$ cat config.mk
export PLATFORM = sky130hd
export DESIGN_NAME = uuencode_line_encoder_unit
export DESIGN_NICKNAME = d
export VERILOG_FILES = /design/src/rtl/uuenc_pkg.sv /design/src/rtl/uuenc_out_stage.sv /design/src/rtl/uuencode_line_encoder_unit.sv
export SDC_FILE = /design/constraint.sdc
export NUM_CORES = 1
export LEC_CHECK = 0
export BUFFER_PORTS_ARGS = -buffer_cell sky130_fd_sc_hd__buf_2
export CAP_MARGIN = 20
export CORE_ASPECT_RATIO = 0.9
export CORE_MARGIN = 3
export CORE_UTILIZATION = 50
export DETAILED_ROUTE_END_ITERATION = 8
export GPL_TIMING_DRIVEN = 0
export PLACE_DENSITY = 0.67
export SLEW_MARGIN = 20
export SYNTH_ARGS = -nofsm -noshare
export SYNTH_HDL_FRONTEND = slang
export SYNTH_HIERARCHICAL = 1
export SYNTH_SLANG_ARGS = --single-unit
$ cat constraint.sdc
create_clock -name clk -period 8.59 [get_ports clk]
set_input_delay 1.2885 -clock clk [delete_from_list [all_inputs] [get_ports clk]]
set_output_delay 1.2885 -clock clk [all_outputs]
set_load 0.05 [all_outputs]
$ cat src/rtl/uuenc_pkg.sv
// Shared types and the character mapping for the uuencode line encoder.
// No dependencies; imported by uuenc_out_stage and the top level.
package uuenc_pkg;

    localparam logic [6:0] CHAR_SPACE     = 7'd32;
    localparam logic [6:0] CHAR_BACKQUOTE = 7'd96;

    // One 6-bit value on its way to the output register, with the end-of-line mark.
    typedef struct packed {
        logic [5:0] value;
        logic       last;
    } sextet_t;

    // A zero value would be a space, which trailing-space stripping can eat,
    // so it is sent as a backquote instead.
    function automatic logic [6:0] uu_char(input logic [5:0] value);
        logic [6:0] ch;
        if (value == 6'd0)
        begin
            ch = CHAR_BACKQUOTE;
        end
        else
        begin
            ch = {1'b0, value} + CHAR_SPACE;
        end
        return ch;
    endfunction

endpackage

$ cat src/rtl/uuenc_out_stage.sv
// Output register of the uuencode line encoder: maps 6-bit values to ASCII.
// Depends on uuenc_pkg for sextet_t and uu_char.
module uuenc_out_stage (
    input  logic               clk,
    input  logic               rst_n,
    input  logic               load,
    input  uuenc_pkg::sextet_t sextet,
    output logic               free,
    output logic               char_valid,
    input  logic               char_stall,
    output logic [6:0]         text_char,
    output logic               line_end
);
    import uuenc_pkg::*;

    logic       valid_reg;
    logic       valid_next;
    logic [6:0] char_reg;
    logic       end_reg;

    // The register can take a new character when it is empty or being drained.
    assign free = !valid_reg || !char_stall;

    always_comb
    begin
        valid_next = valid_reg;
        if (free)
        begin
            valid_next = load;
        end
    end

    always_ff @(posedge clk or negedge rst_n)
    begin
        if (!rst_n)
        begin
            valid_reg <= 1'b0;
        end
        else
        begin
            valid_reg <= valid_next;
        end
    end

    always_ff @(posedge clk)
    begin
        if (free && load)
        begin
            char_reg <= uu_char(sextet.value);
            end_reg  <= sextet.last;
        end
    end

    assign char_valid = valid_reg;
    assign text_char  = char_reg;
    assign line_end   = end_reg;

endmodule

$ cat src/rtl/uuencode_line_encoder_unit.sv
// Top level of the uuencode line encoder: line memory, fill count and line sequencer.
// Depends on uuenc_pkg and uuenc_out_stage.
//
// Bytes are taken one per cycle while a line is being gathered and written into
// a LINE_BYTES-entry line memory. When the line fills, or a byte flagged final
// arrives, the block stops taking bytes and streams the line: a length character,
// then four characters per group of three bytes, one character per cycle while
// the output is not stalled. The memory's single read port, prefetched one byte
// ahead, feeds that stream. A short last group is padded with zeros, never with
// stale memory contents. There is no clearing pass after reset; the block accepts
// bytes from the first cycle.
module uuencode_line_encoder_unit #(
    parameter int LINE_BYTES = 45
) (
    input  logic       clk,
    input  logic       rst_n,
    input  logic       byte_valid,
    output logic       byte_stall,
    input  logic [7:0] data_byte,
    input  logic       final_byte,
    output logic       char_valid,
    input  logic       char_stall,
    output logic [6:0] text_char,
    output logic       line_end
);
    import uuenc_pkg::*;

    localparam int CNT_W  = $clog2(LINE_BYTES + 1);
    localparam int ADDR_W = $clog2(LINE_BYTES);
    localparam int IDX_W  = CNT_W + 1;

    localparam logic [1:0] ST_COLLECT = 2'd0;
    localparam logic [1:0] ST_LEN     = 2'd1;
    localparam logic [1:0] ST_DATA    = 2'd2;

    localparam logic [1:0] PH_FIRST  = 2'd0;
    localparam logic [1:0] PH_SECOND = 2'd1;
    localparam logic [1:0] PH_THIRD  = 2'd2;
    localparam logic [1:0] PH_FOURTH = 2'd3;

    logic [7:0] line_mem [LINE_BYTES];

    logic [1:0]       state_reg;
    logic [1:0]       state_next;
    logic [1:0]       phase_reg;
    logic [1:0]       phase_next;
    logic [CNT_W-1:0] fill_reg;
    logic [CNT_W-1:0] fill_next;
    logic [CNT_W-1:0] base_reg;
    logic [CNT_W-1:0] base_next;
    logic [7:0]       prev_reg;
    logic [7:0]       prev_next;
    logic [7:0]       rd_data_reg;
    logic             pad_reg;

    logic             byte_accept;
    logic             out_free;
    logic             out_load;
    sextet_t          sextet;
    logic             rd_en;
    logic [IDX_W-1:0] rd_idx;
    logic             rd_pad;
    logic [CNT_W-1:0] fill_inc;
    logic [IDX_W-1:0] base_wide;
    logic [IDX_W-1:0] next_base;
    logic [7:0]       cur_byte;

    assign byte_stall  = (state_reg != ST_COLLECT);
    assign byte_accept = byte_valid && !byte_stall;
    assign fill_inc    = fill_reg + CNT_W'(1);
    assign base_wide   = {1'b0, base_reg};
    assign next_base   = base_wide + IDX_W'(3);
    assign cur_byte    = pad_reg ? 8'd0 : rd_data_reg;
    assign rd_pad      = (rd_idx >= {1'b0, fill_reg});

    always_comb
    begin
        state_next   = state_reg;
        phase_next   = phase_reg;
        fill_next    = fill_reg;
        base_next    = base_reg;
        prev_next    = prev_reg;
        out_load     = 1'b0;
        sextet.value = 6'd0;
        sextet.last  = 1'b0;
        rd_en        = 1'b0;
        rd_idx       = base_wide;
        case (state_reg)
            ST_COLLECT:
            begin
                if (byte_accept)
                begin
                    fill_next = fill_inc;
                    if (final_byte || (fill_inc == CNT_W'(LINE_BYTES)))
                    begin
                        state_next = ST_LEN;
                    end
                end
            end
            ST_LEN:
            begin
                sextet.value = 6'(fill_reg);
                if (out_free)
                begin
                    out_load   = 1'b1;
                    rd_en      = 1'b1;
                    rd_idx     = '0;
                    base_next  = '0;
                    phase_next = PH_FIRST;
                    state_next = ST_DATA;
                end
            end
            ST_DATA:
            begin
                case (phase_reg)
                    PH_FIRST:
                    begin
                        sextet.value = cur_byte[7:2];
                        rd_idx       = base_wide + IDX_W'(1);
                    end
                    PH_SECOND:
                    begin
                        sextet.value = {prev_reg[1:0], cur_byte[7:4]};
                        rd_idx       = base_wide + IDX_W'(2);
                    end
                    PH_THIRD:
                    begin
                        sextet.value = {prev_reg[3:0], cur_byte[7:6]};
                    end
                    PH_FOURTH:
                    begin
                        sextet.value = prev_reg[5:0];
                        sextet.last  = (next_base >= {1'b0, fill_reg});
                        rd_idx       = next_base;
                    end
                    default:
                    begin
                        sextet.value = 6'd0;
                    end
                endcase
                if (out_free)
                begin
                    out_load   = 1'b1;
                    prev_next  = cur_byte;
                    phase_next = phase_reg + 2'd1;
                    // Each byte is fetched while the character before it goes out.
                    if (phase_reg == PH_FIRST || phase_reg == PH_SECOND)
                    begin
                        rd_en = 1'b1;
                    end
                    if (phase_reg == PH_FOURTH)
                    begin
                        if (sextet.last)
                        begin
                            fill_next  = '0;
                            state_next = ST_COLLECT;
                        end
                        else
                        begin
                            rd_en     = 1'b1;
                            base_next = next_base[CNT_W-1:0];
                        end
                    end
                end
            end
            default:
            begin
                state_next = ST_COLLECT;
            end
        endcase
    end

    always_ff @(posedge clk or negedge rst_n)
    begin
        if (!rst_n)
        begin
            state_reg <= ST_COLLECT;
            phase_reg <= PH_FIRST;
            fill_reg  <= '0;
            base_reg  <= '0;
            pad_reg   <= 1'b1;
        end
        else
        begin
            state_reg <= state_next;
            phase_reg <= phase_next;
            fill_reg  <= fill_next;
            base_reg  <= base_next;
            if (rd_en)
            begin
                pad_reg <= rd_pad;
            end
        end
    end

    always_ff @(posedge clk)
    begin
        prev_reg <= prev_next;
    end

    // Line memory: one write port for incoming bytes, one registered read port.
    always_ff @(posedge clk)
    begin
        if (byte_accept)
        begin
            line_mem[fill_reg[ADDR_W-1:0]] <= data_byte;
        end
        if (rd_en && !rd_pad)
        begin
            rd_data_reg <= line_mem[rd_idx[ADDR_W-1:0]];
        end
    end

    uuenc_out_stage u_out (
        .clk        (clk),
        .rst_n      (rst_n),
        .load       (out_load),
        .sextet     (sextet),
        .free       (out_free),
        .char_valid (char_valid),
        .char_stall (char_stall),
        .text_char  (text_char),
        .line_end   (line_end)
    );

    a_fill_bound: assert property (@(posedge clk) disable iff (!rst_n)
        fill_reg <= CNT_W'(LINE_BYTES))
        else $error("fill count exceeds the line length");

    a_len_nonempty: assert property (@(posedge clk) disable iff (!rst_n)
        (state_reg == ST_LEN) |-> (fill_reg != '0))
        else $error("length character started for an empty line");

    a_group_in_line: assert property (@(posedge clk) disable iff (!rst_n)
        (state_reg == ST_DATA) |-> (base_reg < fill_reg))
        else $error("group base ran past the held byte count");

    // A stalled line end may still be waiting while the next line is gathered.
    a_end_releases: assert property (@(posedge clk) disable iff (!rst_n)
        (char_valid && line_end) |-> (state_reg != ST_DATA))
        else $error("line end shown while the line is still being sent");

endmodule

## Word-level counts from Yosys, hierarchy flattened

Memory sizes are Yosys's and may differ from the RTL's. A register that Yosys moved wholly into a read port is not among the register bits.
Index checks and enable logic that the tools add are counted.

- RAM bits: 360
- ROM bits: 0
- Register bits after elaboration: 32
- Memories kept: 1
- Logic and storage cells: 91
- Latch bits: 0
- Input bits: 13
- Output and inout port bits: 10

Memories:

| name | depth | width | rd ports | clocked after Yosys merged registers in | write ports | RTL line | source |
|---|---|---|---|---|---|---|---|
| line_mem | 45 | 8 | 1 | 1 | 1 | uuencode_line_encoder_unit.sv:41 | `logic [7:0] line_mem [LINE_BYTES];` |

- Shift-type cells: 0
- Bitwise gates (word level): 0
- Add/sub/neg operators: 6
- Divide/modulo/power cells: 0
- $mul: 0
- Multiplexer cells: 37
- Equality and inequality tests: 13
- Reductions and logical operators: 22
- Magnitude comparators: 2

Operators with widths:

| operator | count |
|---|---|
| 2-to-1 mux 6 bit | 9 |
| case mux 6 bit (2 select lines) | 3 |
| case mux 6 bit (4 select lines) | 1 |
| case mux 7 bit (3 select lines) | 1 |
| 2-to-1 mux 2 bit | 8 |
| adder 6 x 2 -> 7 bit (second input constant) | 2 |
| >= comparator 7 x 6 -> 1 bit | 2 |
| case mux 7 bit (2 select lines) | 1 |
| 2-to-1 mux 1 bit | 10 |
| AND reduction 5 bit | 2 |
| 2-to-1 mux 8 bit | 1 |
| inequality test 2 bit (second input constant) | 4 |
| adder 6 x 1 -> 7 bit (second input constant) | 1 |
| adder 6 x 6 -> 7 bit (second input constant) | 1 |
| adder 6 x 1 -> 6 bit (second input constant) | 1 |
| equality test 2 bit (second input constant) | 3 |
| equality test 6 bit (second input constant) | 1 |
| logical NOT 6 bit | 1 |
| inequality test 2 x 1 -> 1 bit (second input constant) | 3 |
| case mux 2 bit (3 select lines) | 1 |
| AND reduction 6 bit | 1 |
| nonzero test 2 bit | 3 |
| equality test 2 x 1 -> 1 bit (second input constant) | 2 |
| logical NOT 1 bit | 4 |
| other kinds (9) | 14 |

## Logic depth before layout (Yosys ltp)

Gate-level depths: netlist of the first run.

- Word-level depth: 9
- Gate-level depth with buffers: 18
- Gate-level depth less buffers: 15

## Hierarchy

The synthesis of the first run kept the hierarchy.

By module, submodules not included:

| module | area each (sq um) | times used | cells an instance | seq. area each (sq um) |
|---|---|---|---|---|
| uuencode_line_encoder_unit | 16977.5 | 1 | 1135 | 11657.4 |
| uuenc_out_stage | 322.8 | 1 | 20 | 265.3 |

## Least setup slack after synthesis of the first run

No wires, ideal clock.

- Path type: input to register
- Start: input port char_stall
- End: register rd_data_reg[0], read port of line_mem (enable)
- Cell stages on the path: 15
- Slack: 3.796 ns
- Arrival: 4.409 ns
- Cell sequence: nand2_1 -> nand2b_1 -> nand2_1 -> o22a_4 -> inv_8 -> clkbuf_2 -> clkbuf_1 -> ha_1 -> nand2b_1 -> a21o_1 -> a21o_1 -> a21o_1 -> a21o_1 -> a211o_1 -> nor3_1

- Word-level cells in the longest chain between the ends: 7
- Elaborated cells on any way between the ends: 10
- Those cells by class: 1 x order compare; 5 x mux; 4 x reduce/logical

RTL lines:

| element | RTL line | source |
|---|---|---|
| from (decl) | uuencode_line_encoder_unit.sv:22 | `input logic char_stall,` |
| logical NOT 1 bit (*) | uuenc_out_stage.sv:22 | `assign free = !valid_reg \|\| !char_stall;` |
| logical OR 1 bit (*) | uuenc_out_stage.sv:22 |  |
| 2-to-1 mux 6 bit | uuencode_line_encoder_unit.sv:103 | `if (out_free)` |
| case mux 7 bit (2 select lines) | uuencode_line_encoder_unit.sv:88 | `case (state_reg)` |
| >= comparator 7 x 6 -> 1 bit | uuencode_line_encoder_unit.sv:74 | `assign rd_pad = (rd_idx >= {1'b0, fill_reg});` |
| logical NOT 1 bit | uuencode_line_encoder_unit.sv:208 | `if (rd_en && !rd_pad)` |
| logical AND 1 bit | uuencode_line_encoder_unit.sv:208 |  |
| to (decl) | uuencode_line_encoder_unit.sv:53 | `logic [7:0] rd_data_reg;` |

Mark *: on every way between the ends. The rest lies on a longest branch, timed or not.
A chain may end at the register's enable or synchronous reset.

## Worst setup path after layout of the first run

- Start: input port char_stall
- End: register rd_data_reg[5], read port of line_mem (enable)

- Word-level cells in the longest chain between the ends: 7
- Elaborated cells on any way between the ends: 10
- Those cells by class: 1 x order compare; 5 x mux; 4 x reduce/logical

RTL lines:

| element | RTL line | source |
|---|---|---|
| logical NOT 1 bit (*) | uuenc_out_stage.sv:22 |  |
| logical OR 1 bit (*) | uuenc_out_stage.sv:22 |  |
| via out_free | uuencode_line_encoder_unit.sv:57 | `logic out_free;` |
| 2-to-1 mux 6 bit | uuencode_line_encoder_unit.sv:103 |  |
| case mux 7 bit (2 select lines) | uuencode_line_encoder_unit.sv:88 |  |
| >= comparator 7 x 6 -> 1 bit | uuencode_line_encoder_unit.sv:74 |  |
| logical NOT 1 bit | uuencode_line_encoder_unit.sv:208 |  |
| logical AND 1 bit | uuencode_line_encoder_unit.sv:208 |  |

Mark *: on every way through the listed nets, which the timed path passes. The rest lies on a longest branch.

==> qor.csv, run 1 <==
metric,value,unit
status,"finished, final reports clean",
count of hold buffers inserted by post-cts repair,0,
Port Buf Inserts,22,
Hold Path Class,reg2reg,
number of flip-flops in the largest register,360,
Post-synth top flop,sky130_fd_sc_hd__edfxtp_1,
cell count of the worst reg-to-reg path,17,
detailed-router iteration count before antenna repair,5,
post-route cell area,0.0192,sq mm
cell count after placement,1632,
Vert. Die Dim,182,um
Final nets,1258,
cells traversed along the worst timing path,"buf_2, nand2_1, nand2b_1, nand2_1, o22a_4, inv_8, clkbuf_2, clkbuf_1, ha_1, nand2b_1, a21o_1, a21o_1, a21o_1, a21o_1, a211o_1, nor3_2",
flop and latch count out of synthesis,400,
MaxCap Viol Count,0,
global-route wire length before repair,60700,um
final hold vios,0,
CP max FO,10,
start point of the worst min-delay path,rd_data_reg[0],
RSZ-0062 raised after global routing,no,
setup clock skew after layout,0.0210,ns
final RePlAce weighted congestion,0.940,
clock-pin slew on the worst setup and hold paths,0.06,ns
cell area after placement,0.0180,sq mm
share of final-layout standard cells stronger than drive strength 1,17.0,%
detailed placement HPWL,26300,um
largest net degree at the start of global routing,46,
Post-Synthesis Net Count,1193,
post-CTS repair timing setup buffer count,0,
worst voltage drop across the vdd grid,0.201,mV
Period minus WS final,4.98,ns
Crit. End Element,register,
number of clock buffers inserted by TritonCTS,41,
detailed-route wire length per cell,23.1,um
DRC viols,0,
worst reg2reg setup slack,3.96,ns
maximum count of clock buffers along a single path,3,
all-layer global routing usage,21.7,%
static leakage power,6.46,nW
count of flip-flops with a built-in enable after synthesis,382,
"FFs w/ async S/R, synth",4.50,%
H-tree lvl count,2,
core region area,0.0335,sq mm
ANT nets after route,0,
via count normalized by instance count,5.90,
"leading cell types in the layout, fill and taps excluded","sky130_fd_sc_hd__edfxtp_1 (382), sky130_fd_sc_hd__nand2_1 (184), sky130_fd_sc_hd__nor2_1 (72)",
number of sinks driven by the clock tree,400,
most repeated library cell on the critical path,sky130_fd_sc_hd__a21o_1,
slew margin rel.,34.7,%
number of cells upsized or downsized after cts,0,
final worst setup slack,3.61,ns
critical path start-end classification,in2reg,
warning count from the yosys run,6,
"most common cell after layout, fill and taps aside",sky130_fd_sc_hd__edfxtp_1,
critical path data required time,8.78,ns
startpoint types,primary input,
per-instance average area after synthesis,15.0,sq um
Root Buffer Master,sky130_fd_sc_hd__clkbuf_16,
number of vias after detailed routing,10100,
buffers and inverters on the worst path,4,
Fin Setup TNS,0,ns
remaining global-route overflow,0,
full die area,0.0369,sq mm
Clock Latency Late Sink,0.55,ns
WHS Path Cells,1,
count of antenna diodes in the layout,0,
standard-cell rows,63,
synth unique cells,83,
endpoint of the lowest-slack register-to-register path,rd_data_reg[5],
pre-CTS WS,2.75,ns
final cell utilization of the core,57.5,%
final wirelength,39400,um
number of antenna violations at the first check in global routing,0,
gate family responsible for the most delay along the worst path,simple AND/OR/NAND/NOR gates,
Final Slew Violations,0,
launching point of the worst reg2reg path,state_reg[1],
initial core utilization,51.6,%
Arrival @ worst endpoint,5.17,ns
die width,202,um
period utilization,58.0,%
fraction of the yosys area taken by sequential cells,68.9,%
terminating pin of the worst hold path,prev_reg[0],
vias in the first global route,9922,
post-synthesis cell count,1155,
Slowest cell on crit path,sky130_fd_sc_hd__nor3_2,
number of top-level pins,23,
maximum single-stage delay on the critical path,0.50,ns
final std cells w/o fill,1705,
summed instance area of the synthesized netlist,0.0173,sq mm
area growth from synthesis to layout,11.3,%
maximum clock frequency,201,MHz
DRT iter0 DRCs,924,
TritonCTS clock tree,yes,
slew of the pin with the lowest slew margin,0.976,ns
areal power density over the cells,276,mW/mm^2
final count of negative-setup-slack endpoints,0,
## synthesized netlist by cell type, types with 4 or more instances
library cell / count / area share, %
sky130_fd_sc_hd__nor3_1: 5 / 0.14
sky130_fd_sc_hd__nand2_1: 184 / 4.0
sky130_fd_sc_hd__buf_2: 17 / 0.49
sky130_fd_sc_hd__o22ai_1: 11 / 0.40
sky130_fd_sc_hd__a31oi_1: 26 / 0.94
sky130_fd_sc_hd__edfxtp_1: 382 / 66
sky130_fd_sc_hd__nand3_1: 26 / 0.75
sky130_fd_sc_hd__a221oi_1: 4 / 0.20
sky130_fd_sc_hd__clkbuf_1: 19 / 0.41
sky130_fd_sc_hd__a32oi_1: 10 / 0.51
sky130_fd_sc_hd__ha_1: 25 / 1.8
sky130_fd_sc_hd__mux4_2: 37 / 4.8
sky130_fd_sc_hd__a22oi_1: 10 / 0.43
sky130_fd_sc_hd__a21o_1: 7 / 0.30
sky130_fd_sc_hd__and2_1: 5 / 0.18
sky130_fd_sc_hd__buf_4: 10 / 0.43
sky130_fd_sc_hd__dfrtp_1: 17 / 2.5
sky130_fd_sc_hd__mux2i_1: 48 / 2.8
sky130_fd_sc_hd__buf_6: 8 / 0.52
sky130_fd_sc_hd__o21ai_0: 23 / 0.67
sky130_fd_sc_hd__a21oi_1: 15 / 0.43
sky130_fd_sc_hd__xnor2_1: 4 / 0.20
sky130_fd_sc_hd__nor2_1: 72 / 1.6
sky130_fd_sc_hd__nor2b_1: 16 / 0.58
sky130_fd_sc_hd__a211oi_2: 7 / 0.51
sky130_fd_sc_hd__and3_1: 26 / 0.94
sky130_fd_sc_hd__nand2b_1: 12 / 0.43
sky130_fd_sc_hd__nand4_1: 10 / 0.36
sky130_fd_sc_hd__inv_1: 22 / 0.48
sky130_fd_sc_hd__mux2_2: 26 / 1.7
## power breakdown
group | total, mW | internal [mW] | switching [mW]
clock network | 1.69 | 0.961 | 0.728
registers | 2.29 | 2.24 | 0.0443
logic | 1.33 | 0.508 | 0.826
total | 5.31 | 3.71 | 1.60
## worst max-delay path by stage
| stage | from | end | slack, ns | depth (start not counted) |
|---|---|---|---|---|
| after global placement | char_stall | rd_data_reg[5] | 2.76 | 16 |
| final | char_stall | rd_data_reg[5] | 3.61 | 16 |
| after global routing | char_stall | rd_data_reg[5] | 3.40 | 16 |
| after detailed placement | char_stall | rd_data_reg[5] | 2.75 | 16 |
| after floorplan | char_stall | rd_data_reg[0] | 3.80 | 15 |
| after CTS | char_stall | rd_data_reg[5] | 3.31 | 16 |
## cell families after synthesis
logic type / share of synthesized area [%]
flip-flops: 68.9
AND/OR/NAND/NOR: 9.95
AO/OA/AOI/OAI: 6.62
multiplexers: 9.35
buffers and inverters: 3.00
adder cells (fa/ha/maj): 1.81
XOR/XNOR: 0.347
## layer usage
metal,track usage (%),up-vias,routed length (um)
met5,0,-,0
met4,6.36,0,996
met3,3.57,71,2840
met2,32.6,389,17800
met1,32.9,5075,17700
li1,-,4532,-
## final cells by class
type                    count  area, sq um
plain buffers              64          413
clock buffers              52         1090
clock inverters            21          174
fillers                  2584        14300
inverters                  26          106
multi-input cells         665         4860
flip-flops and latches    400        11900
well taps                 455          569
repair buffers             22          110
## stage by stage
stage / hold WS, ns / power [mW]
detailed placement: 0.520 / 3.65
CTS: 0.534 / 5.32
global route: 0.563 / 5.54
global placement: 0.525 / 3.64
finish: 0.535 / 5.31
floorplan: 0.507 / 3.27
(Power assumes the default switching activity.)
==> run 2, diff against run 1 <==
Settings changed: PLACE_DENSITY 0.67 to 0.69.
Clock period 8.59 ns to 4.25 ns, I/O delays scaled along.
==> run 2 against run 1 <==
Compared with the run above:
- final cell count rose by 0.23%
- core utilization is 0.43 points higher
- largest power group unchanged
- non-clock buffer count increased by 2
- via count is 0.62% lower
- wire length decreased by 0.45%
- register-to-register slack lost 3.7 ns
- final area grew 0.75%
- critical path type is now reg2reg
==> qor.csv, run 2 (synthesis results as in run 1) <==
metric,value,unit,change
status,"finished, final reports clean",,
DRT iter0 DRCs,901,,-2.5%
critical path start-end classification,reg2reg,,
cell count after placement,1632,,unchanged
vias in the first global route,10100,,+2.1%
pre-CTS WS,-0.909,ns,-3.66 ns
final cell utilization of the core,57.9,%,+0.43 points
DRC viols,0,,unchanged
Port Buf Inserts,22,,unchanged
number of vias after detailed routing,10000,,-0.62%
gate family responsible for the most delay along the worst path,compound AO/OA/AOI/OAI gates,,
Final nets,1260,,+0.16%
final wirelength,39200,um,-0.45%
number of flip-flops in the largest register,360,,unchanged
Period minus WS final,4.03,ns,
all-layer global routing usage,21.6,%,-0.071 points
largest net degree at the start of global routing,46,,unchanged
cell count of the worst reg-to-reg path,18,,+1
setup clock skew after layout,0.0153,ns,-0.00566 ns
global-route wire length before repair,60300,um,-0.53%
detailed-route wire length per cell,22.9,um,-0.69%
number of antenna violations at the first check in global routing,0,,unchanged
standard-cell rows,63,,unchanged
Hold Path Class,in2async,,
Arrival @ worst endpoint,4.30,ns,-0.87 ns
maximum single-stage delay on the critical path,0.39,ns,-0.11 ns
full die area,0.0369,sq mm,unchanged
critical path depth in cells,18,,+2
worst voltage drop across the vdd grid,0.380,mV,+89%
slew margin rel.,36.3,%,+1.5 points
final RePlAce weighted congestion,0.888,,-5.6%
"leading cell types in the layout, fill and taps excluded","sky130_fd_sc_hd__edfxtp_1 (382), sky130_fd_sc_hd__nand2_1 (184), sky130_fd_sc_hd__nor2_1 (72)",,
number of top-level pins,23,,unchanged
"most common cell after layout, fill and taps aside",sky130_fd_sc_hd__edfxtp_1,,
count of antenna diodes in the layout,0,,unchanged
initial core utilization,51.6,%,unchanged
Final Slew Violations,0,,unchanged
remaining global-route overflow,0,,unchanged
slew of the pin with the lowest slew margin,0.956,ns,-0.0196 ns
core region area,0.0335,sq mm,unchanged
MaxCap Viol Count,0,,unchanged
Clock Latency Late Sink,0.55,ns,about the same
startpoint types,register,,
static leakage power,6.53,nW,+0.96%
maximum clock frequency,248,MHz,
Crit. End Element,register,,
number of clock buffers inserted by TritonCTS,41,,unchanged
final worst setup slack,0.222,ns,-3.39 ns
final count of negative-setup-slack endpoints,0,,unchanged
final std cells w/o fill,1709,,+0.23%
detailed-router iteration count before antenna repair,5,,unchanged
Root Buffer Master,sky130_fd_sc_hd__clkbuf_16,,
Slowest cell on crit path,sky130_fd_sc_hd__dfrtp_1,,
CP max FO,10,,unchanged
area growth from synthesis to layout,12.1,%,
areal power density over the cells,564,mW/mm^2,+100%
H-tree lvl count,2,,unchanged
RSZ-0062 raised after global routing,no,,
ANT nets after route,0,,unchanged
via count normalized by instance count,5.85,,-0.85%
buffers and inverters on the worst path,7,,+3
Fin Setup TNS,0,ns,unchanged
share of final-layout standard cells stronger than drive strength 1,17.8,%,+0.82 points
critical path data required time,4.52,ns,-4.26 ns
most repeated library cell on the critical path,sky130_fd_sc_hd__a21o_1,,
clock-pin slew on the worst setup and hold paths,0.06,ns,about the same
die width,202,um,unchanged
TritonCTS clock tree,yes,,
detailed placement HPWL,26300,um,about the same
Post-Route Hold Slack,0.0249,ns,-0.510 ns
maximum count of clock buffers along a single path,3,,unchanged
final hold vios,0,,unchanged
number of sinks driven by the clock tree,400,,unchanged
Vert. Die Dim,182,um,unchanged
cells traversed along the worst timing path,"buf_4, inv_2, ha_1, mux2i_1, a21oi_2, nor2_4, inv_4, buf_8, buf_6, buf_2, ha_1, a21o_1, a21o_1, a21o_1, a21o_1, a211o_1, nor3_4, buf_12",,
period utilization,94.8,%,
run 2: cell types whose count changed in the layout (fill, tap and decap cells not counted), moves of 2 or more:
cell and change:
sky130_fd_sc_hd__bufinv_16 +2, sky130_fd_sc_hd__clkbuf_8 +3, sky130_fd_sc_hd__clkinvlp_4 +3, sky130_fd_sc_hd__buf_4 +3, sky130_fd_sc_hd__clkinv_2 -2, sky130_fd_sc_hd__clkbuf_1 -6
run 2: worst paths after layout:
check                               start          endpoint  slack (ns)
setup / recovery              base_reg[0]    rd_data_reg[6]        0.22
max in group asynchronous           rst_n           pad_reg        3.87
setup reg to reg              base_reg[0]    rd_data_reg[6]        0.22
min in group clk               char_stall  u_out/char_valid        0.51
hold / removal                      rst_n      state_reg[0]        0.02
hold reg to reg            rd_data_reg[1]       prev_reg[1]        0.55
run 2: report_power, final:
part	internal [mW]	switching, mW
sequential	4.54	0.0904
clock	2.12	1.48
combinational	1.04	1.68
total	7.69	3.25
run 2: area by class of cell:
type | instances | area [sq um]
Tap cell | 455 | 569
Multi-Input combinational cell | 665 | 4870
Buffer | 62 | 404
Fill cell | 2591 | 14100
Inverter | 26 | 108
Clock inverter | 25 | 251
Sequential cell | 400 | 11900
Clock buffer | 50 | 1110
Timing Repair Buffer | 26 | 153
run 2: per-layer routing:
metal  up-vias  GRT usage [%]  wire (um)
met3        75           4.19       2840
met4         0           8.18       1390
li1       4546              -          -
met2       329           33.0      17600
met5         -              0          0
met1      5055           31.2      17400
run 2: repair_timing:
item / in CTS / in global routing
setup endpoints to repair: 9 / 9
cloned: 0 / 0
pin swaps: 1 / 2
setup buffers: 1 / 3
hold buffers: 0 / 0
endpoints found under the hold margin: 0 / 0
gates resized for setup: 2 / 2
run 2: stage by stage:
stage                     instance area [sq um]  total power, mW
after CTS                                 19400             11.0
after global routing                      19400             11.4
final                                     19400             10.9
after global placement                    18000             7.33
after detailed placement                  18000             7.37
after floorplan                           17300             6.61
